<file path="src/rtl/rsd_pkg.sv">
`timescale 1ns / 1ps

package rsd_pkg;

   localparam int unsigned KIND_W  = 3;
   localparam int unsigned ECODE_W = 2;
   localparam int unsigned CSR_IDX_W  = 2;
   localparam int unsigned CSR_DATA_W = 32;

   // result kinds
   localparam logic [KIND_W-1:0] KIND_HEADER  = 3'd0;
   localparam logic [KIND_W-1:0] KIND_TOPIC   = 3'd1;
   localparam logic [KIND_W-1:0] KIND_LENGTH  = 3'd2;
   localparam logic [KIND_W-1:0] KIND_PAYLOAD = 3'd3;
   localparam logic [KIND_W-1:0] KIND_ERROR   = 3'd4;

   // error codes
   localparam logic [ECODE_W-1:0] ERR_NONE        = 2'd0;
   localparam logic [ECODE_W-1:0] ERR_BAD_MAGIC   = 2'd1;
   localparam logic [ECODE_W-1:0] ERR_BAD_VERSION = 2'd2;
   localparam logic [ECODE_W-1:0] ERR_TOO_LONG    = 2'd3;

   // register indexes
   localparam logic [CSR_IDX_W-1:0] CSR_MAGIC_WORD  = 2'd0;
   localparam logic [CSR_IDX_W-1:0] CSR_EXP_VERSION = 2'd1;
   localparam logic [CSR_IDX_W-1:0] CSR_MAX_PAYLOAD = 2'd2;

   localparam logic [15:0] MAGIC_RESET       = 16'h0000;
   localparam logic [7:0]  VERSION_RESET     = 8'h01;
   localparam logic [31:0] MAX_PAYLOAD_RESET = 32'h0010_0000;

   typedef struct packed {
      logic [KIND_W-1:0]  kind;
      logic [ECODE_W-1:0] error_code;
      logic [7:0]         data_byte;
      logic [7:0]         command;
      logic [63:0]        frame_id;
      logic [15:0]        flags;
      logic [15:0]        topic_count;
      logic [31:0]        body_len;
      logic               frame_end;
   } result_type;

   typedef struct packed {
      logic [15:0] magic_word;
      logic [7:0]  expected_version;
      logic [31:0] max_payload;
   } cfg_type;

endpackage

</file>
<file path="src/rtl/rsd_ifs.sv">
`timescale 1ns / 1ps

interface rsd_req_if;
   logic       valid;
   logic       ready;
   logic [7:0] in_byte;

   modport source (output valid, output in_byte, input ready);
   modport sink   (input valid, input in_byte, output ready);
endinterface

interface rsd_rsp_if;
   logic        valid;
   logic        ready;
   logic [2:0]  kind;
   logic [1:0]  error_code;
   logic [7:0]  data_byte;
   logic [7:0]  command;
   logic [63:0] frame_id;
   logic [15:0] flags;
   logic [15:0] topic_count;
   logic [31:0] body_len;
   logic        frame_end;

   modport source (output valid, output kind, output error_code, output data_byte,
                   output command, output frame_id, output flags, output topic_count,
                   output body_len, output frame_end, input ready);
   modport sink   (input valid, input kind, input error_code, input data_byte,
                   input command, input frame_id, input flags, input topic_count,
                   input body_len, input frame_end, output ready);
endinterface

</file>
<file path="src/rtl/request_stream_deframer.sv">
`timescale 1ns / 1ps

// Request stream deframer.
// req_chan carries one stream byte per beat. rsp_chan carries one result per
// beat: a header (command, id, flags, topic length), each topic byte, the
// payload length, then each payload byte; frame_end marks the last result of a
// frame. A bad magic word, version or oversized payload length gives an error
// result and parsing restarts at the next byte; the receiver drops that frame.
// csr_we/csr_index/csr_wdata write magic word, version and payload limit;
// write them only while the block is idle.
// Throughput: one byte per cycle while req_chan.ready is high. Each result is
// registered in the output buffer before it appears on rsp_chan; the parser
// updates all its state once per accepted byte.
// A two-entry output buffer sits before rsp_chan: req_chan.ready drops only
// when both entries hold results, so a stalled receiver holds the input back
// after two pending results, and nothing is lost.
// Reset (synchronous) empties the buffer, returns the parser to the start of a
// frame and loads the register reset values.
module request_stream_deframer (
   input  logic                           clock,
   input  logic                           reset,
   rsd_req_if.sink                        req_chan,
   rsd_rsp_if.source                      rsp_chan,
   input  logic                           csr_we,
   input  logic [rsd_pkg::CSR_IDX_W-1:0]  csr_index,
   input  logic [rsd_pkg::CSR_DATA_W-1:0] csr_wdata
);
   import rsd_pkg::*;

   cfg_type    cfg;
   result_type res;
   result_type out_res;
   logic       res_valid;
   logic       can_push;
   logic       advance;

   assign advance       = req_chan.valid & can_push;
   assign req_chan.ready = can_push;

   rsd_csr u_csr (
      .clock     (clock),
      .reset     (reset),
      .csr_we    (csr_we),
      .csr_index (csr_index),
      .csr_wdata (csr_wdata),
      .cfg       (cfg)
   );

   rsd_parser u_parser (
      .clock     (clock),
      .reset     (reset),
      .advance   (advance),
      .in_byte   (req_chan.in_byte),
      .cfg       (cfg),
      .res_valid (res_valid),
      .res       (res)
   );

   rsd_out_skid u_out (
      .clock     (clock),
      .reset     (reset),
      .push      (res_valid),
      .push_data (res),
      .can_push  (can_push),
      .out_valid (rsp_chan.valid),
      .out_ready (rsp_chan.ready),
      .out_data  (out_res)
   );

   assign rsp_chan.kind        = out_res.kind;
   assign rsp_chan.error_code  = out_res.error_code;
   assign rsp_chan.data_byte   = out_res.data_byte;
   assign rsp_chan.command     = out_res.command;
   assign rsp_chan.frame_id    = out_res.frame_id;
   assign rsp_chan.flags       = out_res.flags;
   assign rsp_chan.topic_count = out_res.topic_count;
   assign rsp_chan.body_len    = out_res.body_len;
   assign rsp_chan.frame_end   = out_res.frame_end;

endmodule

</file>
<file path="src/rtl/rsd_csr.sv">
`timescale 1ns / 1ps

module rsd_csr (
   input  logic                           clock,
   input  logic                           reset,
   input  logic                           csr_we,
   input  logic [rsd_pkg::CSR_IDX_W-1:0]  csr_index,
   input  logic [rsd_pkg::CSR_DATA_W-1:0] csr_wdata,
   output rsd_pkg::cfg_type               cfg
);
   import rsd_pkg::*;

   cfg_type cfg_ff, cfg_in;

   always_comb begin
      cfg_in = cfg_ff;
      if (csr_we) begin
         case (csr_index)
            CSR_MAGIC_WORD:  cfg_in.magic_word       = csr_wdata[15:0];
            CSR_EXP_VERSION: cfg_in.expected_version = csr_wdata[7:0];
            CSR_MAX_PAYLOAD: cfg_in.max_payload      = csr_wdata[31:0];
            default:         cfg_in = cfg_ff;
         endcase
      end
   end

   always_ff @(posedge clock) begin
      if (reset) begin
         cfg_ff.magic_word       <= MAGIC_RESET;
         cfg_ff.expected_version <= VERSION_RESET;
         cfg_ff.max_payload      <= MAX_PAYLOAD_RESET;
      end else begin
         cfg_ff <= cfg_in;
      end
   end

   assign cfg = cfg_ff;

endmodule

</file>
<file path="src/rtl/rsd_parser.sv">
`timescale 1ns / 1ps

module rsd_parser (
   input  logic                clock,
   input  logic                reset,
   input  logic                advance,
   input  logic [7:0]          in_byte,
   input  rsd_pkg::cfg_type    cfg,
   output logic                res_valid,
   output rsd_pkg::result_type res
);
   import rsd_pkg::*;

   localparam logic [1:0] PH_HEADER  = 2'd0;
   localparam logic [1:0] PH_TOPIC   = 2'd1;
   localparam logic [1:0] PH_LENGTH  = 2'd2;
   localparam logic [1:0] PH_PAYLOAD = 2'd3;

   localparam logic [3:0] POS_MAGIC_HI = 4'd0;
   localparam logic [3:0] POS_MAGIC_LO = 4'd1;
   localparam logic [3:0] POS_VERSION  = 4'd2;
   localparam logic [3:0] POS_COMMAND  = 4'd3;
   localparam logic [3:0] POS_FLAGS_HI = 4'd12;
   localparam logic [3:0] POS_FLAGS_LO = 4'd13;
   localparam logic [3:0] POS_TLEN_HI  = 4'd14;
   localparam logic [3:0] POS_TLEN_LO  = 4'd15;
   localparam logic [3:0] POS_LEN_LAST = 4'd3;

   logic [1:0]  phase_ff, phase_in;
   logic [3:0]  pos_ff, pos_in;
   logic [31:0] rem_ff, rem_in;
   logic [63:0] id_ff, id_in;
   logic [15:0] flags_ff, flags_in;
   logic [7:0]  cmd_ff, cmd_in;
   logic [7:0]  magic_hi_ff, magic_hi_in;
   logic [31:0] len_ff, len_in;

   logic        emit;
   logic [31:0] len_next;
   logic [15:0] tlen_next;

   always_comb begin
      phase_in    = phase_ff;
      pos_in      = pos_ff;
      rem_in      = rem_ff;
      id_in       = id_ff;
      flags_in    = flags_ff;
      cmd_in      = cmd_ff;
      magic_hi_in = magic_hi_ff;
      len_in      = len_ff;
      emit        = 1'b0;
      res         = '0;
      len_next    = {len_ff[23:0], in_byte};
      tlen_next   = {rem_ff[7:0], in_byte};

      case (phase_ff)
         PH_TOPIC: begin
            emit          = 1'b1;
            res.kind      = KIND_TOPIC;
            res.data_byte = in_byte;
            rem_in        = rem_ff - 32'd1;
            if (rem_ff == 32'd1) begin
               phase_in = PH_LENGTH;
               pos_in   = '0;
               len_in   = '0;
            end
         end
         PH_LENGTH: begin
            len_in = len_next;
            if (pos_ff != POS_LEN_LAST) begin
               pos_in = pos_ff + 4'd1;
            end else if (len_next > cfg.max_payload) begin
               emit           = 1'b1;
               res.kind       = KIND_ERROR;
               res.error_code = ERR_TOO_LONG;
               phase_in       = PH_HEADER;
               pos_in         = '0;
               rem_in         = '0;
               len_in         = '0;
            end else begin
               emit         = 1'b1;
               res.kind     = KIND_LENGTH;
               res.body_len = len_next;
               pos_in       = '0;
               if (len_next == 32'd0) begin
                  res.frame_end = 1'b1;
                  phase_in      = PH_HEADER;
                  rem_in        = '0;
                  len_in        = '0;
               end else begin
                  phase_in = PH_PAYLOAD;
                  rem_in   = len_next;
               end
            end
         end
         PH_PAYLOAD: begin
            emit          = 1'b1;
            res.kind      = KIND_PAYLOAD;
            res.data_byte = in_byte;
            rem_in        = rem_ff - 32'd1;
            if (rem_ff == 32'd1) begin
               res.frame_end = 1'b1;
               phase_in      = PH_HEADER;
               pos_in        = '0;
               rem_in        = '0;
               len_in        = '0;
            end
         end
         default: begin
            pos_in = pos_ff + 4'd1;
            case (pos_ff)
               POS_MAGIC_HI: magic_hi_in = in_byte;
               POS_MAGIC_LO: begin
                  if ({magic_hi_ff, in_byte} != cfg.magic_word) begin
                     emit           = 1'b1;
                     res.kind       = KIND_ERROR;
                     res.error_code = ERR_BAD_MAGIC;
                     pos_in         = '0;
                     rem_in         = '0;
                     len_in         = '0;
                  end
               end
               POS_VERSION: begin
                  if (in_byte != cfg.expected_version) begin
                     emit           = 1'b1;
                     res.kind       = KIND_ERROR;
                     res.error_code = ERR_BAD_VERSION;
                     pos_in         = '0;
                     rem_in         = '0;
                     len_in         = '0;
                  end
               end
               POS_COMMAND: begin
                  cmd_in = in_byte;
                  id_in  = '0;
               end
               POS_FLAGS_HI, POS_FLAGS_LO: flags_in = {flags_ff[7:0], in_byte};
               POS_TLEN_HI: rem_in = {24'd0, in_byte};
               POS_TLEN_LO: begin
                  emit            = 1'b1;
                  res.kind        = KIND_HEADER;
                  res.command     = cmd_ff;
                  res.frame_id    = id_ff;
                  res.flags       = flags_ff;
                  res.topic_count = tlen_next;
                  rem_in          = {16'd0, tlen_next};
                  pos_in          = '0;
                  len_in          = '0;
                  phase_in        = (tlen_next == 16'd0) ? PH_LENGTH : PH_TOPIC;
               end
               default: id_in = {id_ff[55:0], in_byte};
            endcase
         end
      endcase
   end

   always_ff @(posedge clock) begin
      if (reset) begin
         phase_ff    <= PH_HEADER;
         pos_ff      <= '0;
         rem_ff      <= '0;
         len_ff      <= '0;
         id_ff       <= '0;
         flags_ff    <= '0;
         cmd_ff      <= '0;
         magic_hi_ff <= '0;
      end else if (advance) begin
         phase_ff    <= phase_in;
         pos_ff      <= pos_in;
         rem_ff      <= rem_in;
         len_ff      <= len_in;
         id_ff       <= id_in;
         flags_ff    <= flags_in;
         cmd_ff      <= cmd_in;
         magic_hi_ff <= magic_hi_in;
      end
   end

   assign res_valid = advance & emit;

endmodule

</file>
<file path="src/rtl/rsd_out_skid.sv">
`timescale 1ns / 1ps

module rsd_out_skid (
   input  logic                clock,
   input  logic                reset,
   input  logic                push,
   input  rsd_pkg::result_type push_data,
   output logic                can_push,
   output logic                out_valid,
   input  logic                out_ready,
   output rsd_pkg::result_type out_data
);
   import rsd_pkg::*;

   logic       main_valid_ff, main_valid_in;
   logic       skid_valid_ff, skid_valid_in;
   result_type main_ff, main_in;
   result_type skid_ff, skid_in;
   logic       pop;

   assign pop = main_valid_ff & out_ready;

   always_comb begin
      main_valid_in = main_valid_ff;
      skid_valid_in = skid_valid_ff;
      main_in       = main_ff;
      skid_in       = skid_ff;
      if (!main_valid_ff || pop) begin
         if (skid_valid_ff) begin
            main_in       = skid_ff;
            main_valid_in = 1'b1;
            skid_valid_in = 1'b0;
         end else begin
            main_in       = push_data;
            main_valid_in = push;
         end
      end else if (push) begin
         skid_in       = push_data;
         skid_valid_in = 1'b1;
      end
   end

   always_ff @(posedge clock) begin
      if (reset) begin
         main_valid_ff <= 1'b0;
         skid_valid_ff <= 1'b0;
      end else begin
         main_valid_ff <= main_valid_in;
         skid_valid_ff <= skid_valid_in;
      end
      main_ff <= main_in;
      skid_ff <= skid_in;
   end

   assign can_push  = ~skid_valid_ff;
   assign out_valid = main_valid_ff;
   assign out_data  = main_ff;

endmodule

</file>
<file path="src/flat_wrapper.sv">
// flat-port wrapper written by rule: the top's interface ports become plain ports
module request_stream_deframer_flat import rsd_pkg::*;
  (clock, reset, csr_we, csr_index, csr_wdata, req_chan_valid, req_chan_in_byte, req_chan_ready, rsp_chan_valid, rsp_chan_kind, rsp_chan_error_code, rsp_chan_data_byte, rsp_chan_command, rsp_chan_frame_id, rsp_chan_flags, rsp_chan_topic_count, rsp_chan_body_len, rsp_chan_frame_end, rsp_chan_ready);
  rsd_req_if req_chan_i ();
  rsd_rsp_if rsp_chan_i ();
  input  logic clock;
  input  logic reset;
  input  logic csr_we;
  input  logic [rsd_pkg::CSR_IDX_W-1:0] csr_index;
  input  logic [rsd_pkg::CSR_DATA_W-1:0] csr_wdata;
  input wire logic [$bits(req_chan_i.valid)-1:0] req_chan_valid;
  input wire logic [$bits(req_chan_i.in_byte)-1:0] req_chan_in_byte;
  output wire logic [$bits(req_chan_i.ready)-1:0] req_chan_ready;
  output wire logic [$bits(rsp_chan_i.valid)-1:0] rsp_chan_valid;
  output wire logic [$bits(rsp_chan_i.kind)-1:0] rsp_chan_kind;
  output wire logic [$bits(rsp_chan_i.error_code)-1:0] rsp_chan_error_code;
  output wire logic [$bits(rsp_chan_i.data_byte)-1:0] rsp_chan_data_byte;
  output wire logic [$bits(rsp_chan_i.command)-1:0] rsp_chan_command;
  output wire logic [$bits(rsp_chan_i.frame_id)-1:0] rsp_chan_frame_id;
  output wire logic [$bits(rsp_chan_i.flags)-1:0] rsp_chan_flags;
  output wire logic [$bits(rsp_chan_i.topic_count)-1:0] rsp_chan_topic_count;
  output wire logic [$bits(rsp_chan_i.body_len)-1:0] rsp_chan_body_len;
  output wire logic [$bits(rsp_chan_i.frame_end)-1:0] rsp_chan_frame_end;
  input wire logic [$bits(rsp_chan_i.ready)-1:0] rsp_chan_ready;
  assign req_chan_i.valid = req_chan_valid;
  assign req_chan_i.in_byte = req_chan_in_byte;
  assign req_chan_ready = req_chan_i.ready;
  assign rsp_chan_valid = rsp_chan_i.valid;
  assign rsp_chan_kind = rsp_chan_i.kind;
  assign rsp_chan_error_code = rsp_chan_i.error_code;
  assign rsp_chan_data_byte = rsp_chan_i.data_byte;
  assign rsp_chan_command = rsp_chan_i.command;
  assign rsp_chan_frame_id = rsp_chan_i.frame_id;
  assign rsp_chan_flags = rsp_chan_i.flags;
  assign rsp_chan_topic_count = rsp_chan_i.topic_count;
  assign rsp_chan_body_len = rsp_chan_i.body_len;
  assign rsp_chan_frame_end = rsp_chan_i.frame_end;
  assign rsp_chan_i.ready = rsp_chan_ready;
  request_stream_deframer u_core (.clock(clock), .reset(reset), .req_chan(req_chan_i), .rsp_chan(rsp_chan_i), .csr_we(csr_we), .csr_index(csr_index), .csr_wdata(csr_wdata));
endmodule
</file>
<file path="config.mk">
export PLATFORM = sky130hd
export DESIGN_NAME = request_stream_deframer_flat
export DESIGN_NICKNAME = d
export VERILOG_FILES = /design/src/rtl/rsd_pkg.sv /design/src/rtl/rsd_ifs.sv /design/src/rtl/request_stream_deframer.sv /design/src/rtl/rsd_csr.sv /design/src/rtl/rsd_parser.sv /design/src/rtl/rsd_out_skid.sv /design/src/flat_wrapper.sv
export SDC_FILE = /design/constraint.sdc
export NUM_CORES = 1
export LEC_CHECK = 0
export ABC_AREA = 1
export BUFFER_PORTS_ARGS = -buffer_cell sky130_fd_sc_hd__buf_2
export CAP_MARGIN = 20
export CORE_MARGIN = 4
export CORE_UTILIZATION = 55
export DETAILED_ROUTE_END_ITERATION = 16
export PLACE_DENSITY = 0.74
export SYNTH_ARGS = -nofsm -noshare
export SYNTH_HDL_FRONTEND = slang
export SYNTH_SLANG_ARGS = --single-unit
</file>
<file path="constraint.sdc">
create_clock -name clock -period 17.7 [get_ports clock]
set_input_delay 3.54 -clock clock [delete_from_list [all_inputs] [get_ports clock]]
set_output_delay 3.54 -clock clock [all_outputs]
set_load 0.01 [all_outputs]
</file>
* Yosys cells after proc, flatten, opt, wreduce, memory -nomap -nowiden
Cells that the tools add are included.
Operators by class: bitwise operators 7, reductions and logical operators 26, $mul 0, equal/unequal tests 24, mux-type cells 52, shift-type cells 0, divide/modulo/power cells 0, $add $sub $neg 2, order comparisons 1
Operator list (number):
- two-way mux 32 bit | 7
- two-way mux 104 bit | 2
- two-way mux 150 bit | 1
- case mux 32 bit (4 select lines) | 1
- case mux 64 bit (2 select lines) | 1
- case mux 32 bit (3 select lines) | 1
- case mux 24 bit (3 select lines) | 1
- two-way mux 33 bit | 2
- two-way mux 24 bit | 2
- case mux 24 bit (2 select lines) | 1
- equality test 32 x 1 -> 1 bit (second input constant) | 1
- > comparator 32 bit | 1
- zero test 32 bit | 1
- subtractor 32 x 1 -> 32 bit (second input constant) | 1
- equality test 4 bit (second input constant) | 4
- zero test 16 bit | 1
- two-way mux 2 bit | 8
- two-way mux 4 bit | 4
- != test 16 bit | 1
- two-way mux 5 bit | 3
- AND reduction 5 bit | 3
- case mux 4 bit (3 select lines) | 1
- AND reduction 3 bit | 4
- != test 5 bit (second input constant) | 2
- other kinds (33) | 58
Storage, ports and cells: ROM bits 0, memories kept 0, flip-flop bits (word level) 516, bits in latches 0, word-level logic and storage cells 143, input port bits 47, bits in writable memories 0

* Longest topological paths before layout
depth in word-level cells 6, mapped depth 20

* Hierarchy
Synthesis repeated with hierarchy kept, for this count alone.
Second synthesis, totals: cells, all modules 2764, area, all modules 23420.0 um^2
By module, submodules not included:
- rsd_out_skid | instances 1, sequential area each 9048.7 um^2, cells an instance 796, area an instance 11015.6 um^2
- rsd_parser | instances 1, sequential area each 3163.0 um^2, cells an instance 1608, area an instance 10048.4 um^2
- rsd_csr | instances 1, sequential area each 1121.1 um^2, cells an instance 358, area an instance 2348.5 um^2
- request_stream_deframer | instances 1, sequential area each 0.0 um^2, cells an instance 2, area an instance 7.5 um^2

* Worst setup path before layout
OpenSTA, ideal clock, no wires.
path type input-to-reg, start input rsp_chan_ready, end register u_core.u_out.skid_ff[0] (netlist name), enable pin, data required time 16.242 ns, stages on the path 3, library setup time 1.458 ns, path buffers 0, slack 2.451 ns, arrival 13.791 ns, cells stage by stage inv_1 -> nand2_1 -> nor2_1
On the way: cells in the longest elaborated chain, start to end 4
RTL lines:
- from (decl) | line flat_wrapper.sv:24 | input wire logic [$bits(rsp_chan_i.ready)-1:0] rsp_chan_ready;
- AND 1 bit | line rsd_out_skid.sv:21 | assign pop = main_valid_ff & out_ready;
- logical OR 1 bit | line rsd_out_skid.sv:28 | if (!main_valid_ff || pop) begin
- inverter 1 bit (no line)
- AND reduction 2 bit (no line)
- to (signal assigned) | line rsd_out_skid.sv:52 | skid_ff <= skid_in;
- to (decl) | line rsd_out_skid.sv:18 | result_type skid_ff, skid_in;
No other way between the ends. A chain may end at the register's enable or synchronous reset.

* Worst setup path after layout
start input req_chan_in_byte[4], end register u_core.u_out.skid_ff[142] (netlist name), enable pin
On the way: cells in the longest elaborated chain, start to end 6
RTL lines:
- from (decl) | line flat_wrapper.sv:12 | input wire logic [$bits(req_chan_i.in_byte)-1:0] req_chan_in_byte;
- != test 16 bit or != test 8 bit (tied branches) | line rsd_parser.sv:114, rsd_parser.sv:124
- two-way mux 1 bit (on tied branches) | line rsd_parser.sv:114, rsd_parser.sv:124
- case mux 1 bit (3 select lines) * | line rsd_parser.sv:111 | case (pos_ff)
- case mux 1 bit (2 select lines) * | line rsd_parser.sv:56 | case (phase_ff)
- AND 1 bit * | line rsd_parser.sv:179 | assign res_valid = advance & emit;
- AND reduction 2 bit (no line) *
Every way passes the cells marked *; elsewhere a longest branch is shown, timed or not.

==> run_results.csv <==
group,metric,value,unit
outcome,outcome,"finished, final reports clean",
synth,synthCells,2605,
floorplanning,num_io_pins,199,
floorplanning,fp.dieArea,0.0447,mm²
timing,skew,19.4,ps
run,maxCapViolCount,0,
drt,postRouteAntennaNets,0,
synth,synthXorXnorAreaFrac,1.31,%
placed_design,hpwl,38000,µm
cts,cts_inserted_buffers,51,
floorplanning,die_w,211,µm
timing,fmax,0.174,GHz
synth,synth.distinct_cells,44,
drt,wl_per_cell,17.5,µm
cts,htreeDepth,2,
placed_design,io_buffers,198,
synth,synth_nets,2695,
synth,ys_ff_latch,516,
pwr,finalPower,2.84,mW
timing,max_slew_margin,27.4,%
cts,postCtsSetupRepairBufs,0,
drt,route.detailed.drc,0,
timing,tightest_slew,1090,ps
synth,synthSimpleGateAreaFrac,24.7,%
cts,ctsHoldBuffers,0,
drt,first_pass_iters,6,
synth,synthAdderAreaFrac,2.36,%
placed_design,gp_congestion,0.913,
pwr,p_sw_share,26.7,%
global_routing,grt_pass1_wl,92000,µm
cts,clk_path_buf_depth,3,
cts,cts_tree,"done",
timing,setup_tns,0,ps
timing,hold_viol_final,0,
synth,synth_top_area_cell,"edfxtp_1",
pwr,ir_worst_vdd,0.0773,mV
global_routing,grt_max_degree,107,
worst_setup_path,crit_path_start_kind,"input port",
worst_setup_path,critPathKind,"input port to register",
synth,synth_area,0.0228,mm²
floorplanning,initial_core_util,55.7,%
cts,clk_pin_slew,60,ps
global_routing,grt_pass1_vias,17300,
timing,maxSlewViolCount,0,
worst_setup_path,reg2reg_to,"u_core.u_out.skid_ff[142]$_DFFE_PP_",
timing,final.min_clock_period,5760,ps
drt,drt_iter0_drc,1688,
cts,clock_latency,580,ps
synth,yosysWarnings,0,
worst_setup_path,worstPathRequired,17900,ps
cts,cts_sinks,516,
pwr,p_sw,757,µW
worst_setup_path,r2r_start,"u_core.u_parser.phase_ff[0]$_SDFFE_PP0P_",
worst_setup_path,crit_arrival,5960,ps
cells_and_area,fin_nets,2824,
floorplanning,core-area,0.0408,mm²
cells_and_area,drive_above_1_share,12.5,%
timing,setup_viol,0,
synth,synth_compound_area_share,7.70,%
timing,grt_setup_unrepaired,"no",
worst_setup_path,crit_path_max_fanout,54,
drt,vias,18100,
synth,synth_top_family_by_area,"simple AND/OR/NAND/NOR gates",
pwr,p_seq_share,47.9,%
min_path,hold_end,"u_core.u_csr.cfg[19]$_SDFFE_PP0P_",
synth,yosysSeqAreaShare,58.6,%
cts,ctsResizeCount,0,
timing,fin_hold_ws,459,ps
synth,synth_mux_area_share,0,%
synth,synth_top_area_share,39.6,%
drt,post_drt_via_cell_ratio,5.48,
min_path,worstHoldStart,"u_core.u_csr.cfg[19]$_SDFFE_PP0P_",
floorplanning,fp-row-count,74,
timing,post-route-period-util,32.6,%
floorplanning,die_y,211,µm
pwr,intPower,2.08,mW
cts,root_buffer,"clkbuf_16",
worst_setup_path,reg2regPathDepth,9,
cells_and_area,fin_cells,3311,
pwr,leakagePower,11.0,nW
pwr,p_per_area,110,mW/mm²
global_routing,antenna_found_initial,6,
synth,synth_area_leaders,"edfxtp_1 40%, dfxtp_1 19%, nand2_1 14%",
worst_setup_path,end_kind,"register",
min_path,worstHoldPathType,"register to register",
global_routing,grt-ovfl-total,0,
pwr,p_clk_share,38.2,%
pwr,share_comb_of_total_power,13.8,%
drt,drt-total-wl,57900,µm
global_routing,track_usage,25.3,%
cells_and_area,area_growth,13.0,%
min_path,hold_depth,2,
worst_setup_path,rrSetupSlack,13270,ps
synth,postSynthAreaPerCell,8.73,µm²
placed_design,numPlacedInstances,3209,
## layer usage
layer / up-vias / wire length [µm] / GRT usage [%]
met2: 654 / 27700 / 42.3
met3: 100 / 4150 / 4.22
met4: 4 / 1570 / 7.09
met5: - / 14 / 0
met1: 8545 / 24500 / 34.5
li1: 8839 / - / -
## synthesized netlist by cell type (all sizes together)
cell type	number
nand2	836
edfxtp	300
nor2	289
dfxtp	216
a21oi	209
inv	158
nand3	157
o21ai	119
clkbuf	97
nor3	48
buf	43
ha	43
xor2	29
nand4	22
or2	7
xnor2	5
clkinv	4
nor4	4
o211ai	4
a31oi	3
nand3b	3
a21o	2
a31o	2
and2	2
a41oi	1
o21a	1
o21bai	1
## power by group through the flow
stage | clock [mW] | sequential, mW | combinational [mW]
after global placement | 0 | 1.38 | 0.383
after global routing | 1.15 | 1.36 | 0.437
after CTS | 1.10 | 1.36 | 0.391
after floorplan | 0 | 1.40 | 0.256
final | 1.08 | 1.36 | 0.392
after detailed placement | 0 | 1.39 | 0.388
## area by class of cell
cell class | instances | area, µm²
antenna | 4 | 10.0
clock buffer | 64 | 1360
clock inverter | 30 | 303
fill | 3408 | 15100
inverter | 162 | 614
multi-input combinational | 1787 | 8240
sequential | 516 | 13300
tap | 532 | 666
timing repair buffer | 216 | 1180
## metrics by stage
step	utilization [%]	area [µm²]	worst slack, ps
global route	63.0	25700	11740
CTS	62.7	25600	11760
global placement	58.7	24000	11330
detailed placement	58.7	24000	11210
floorplan	-	22800	2450
finish	63.0	25700	11940
## worst max-delay path by stage
stage / startpoint / endpoint / depth (start not counted)
after floorplan: rsp_chan_ready / u_core.u_out.skid_ff[0]$_DFFE_PP_ / 3
after global placement: req_chan_in_byte[0] / u_core.u_out.out_data[148]$_DFFE_PP_ / 20
after detailed placement: req_chan_in_byte[0] / u_core.u_parser.len_ff[12]$_SDFFE_PP0P_ / 19
after CTS: req_chan_in_byte[0] / u_core.u_parser.len_ff[19]$_SDFFE_PP0P_ / 19
after global routing: req_chan_in_byte[3] / u_core.u_out.skid_ff[62]$_DFFE_PP_ / 14
final: req_chan_in_byte[4] / u_core.u_out.skid_ff[142]$_DFFE_PP_ / 14
## cells in the final DEF, fill, tap and decap left out, types with 5 or more instances in the layout
cell type	Yosys	final
inv_2	13	13
o21ai_0	114	114
clkinv_2	1	14
dfxtp_1	216	215
clkbuf_1	97	10
o21ai_1	5	5
nor3_1	46	46
bufinv_16	0	6
inv_1	144	144
ha_1	43	42
nor2_2	7	7
clkbuf_16	0	51
nor2_4	5	6
xor2_1	29	29
buf_2	17	198
nand2_1	832	831
or2_2	6	6
edfxtp_1	300	300
buf_4	7	15
xnor2_1	5	5
clkinv_1	3	9
nor2_1	275	274
a21oi_1	209	209
nand3_1	156	155
nand4_1	22	22
## worst max-delay path, cell delays in order
cell and delay [ps]:
buf_2 170, inv_2 230, nand2_1 80, nand2_1 70, nor2_1 40, nand2_1 50
nor2_1 50, nand2_1 60, nand2_1 80, nand4_1 80, nand3_1 160, nor2_4 120
buf_4 490, buf_4 670
## state kept, by name, indices dropped and copies added (netlist names)
| name | count |
|---|---|
| u_core.u_out.out_data | 150 |
| u_core.u_out.skid_ff | 150 |
| u_core.u_parser.id_ff | 64 |
| u_core.u_csr.cfg | 56 |
| u_core.u_parser.rem_ff | 32 |
| u_core.u_parser.len_ff | 24 |
| u_core.u_parser.flags_ff | 16 |
| u_core.u_parser.cmd_ff | 8 |
| u_core.u_parser.magic_hi_ff | 8 |
| u_core.u_parser.pos_ff | 4 |
| u_core.u_parser.phase_ff | 2 |
| u_core.u_out.out_valid | 1 |
| u_core.u_out.skid_valid_ff | 1 |
## cell families after synthesis
group | count (synthesis)
flops | 516
xor+xnor | 34
simple gates | 1368
buf+inv | 302
fa+ha+maj | 43
compound gates | 342
Note: power is estimated with default switching activity, not from simulation.
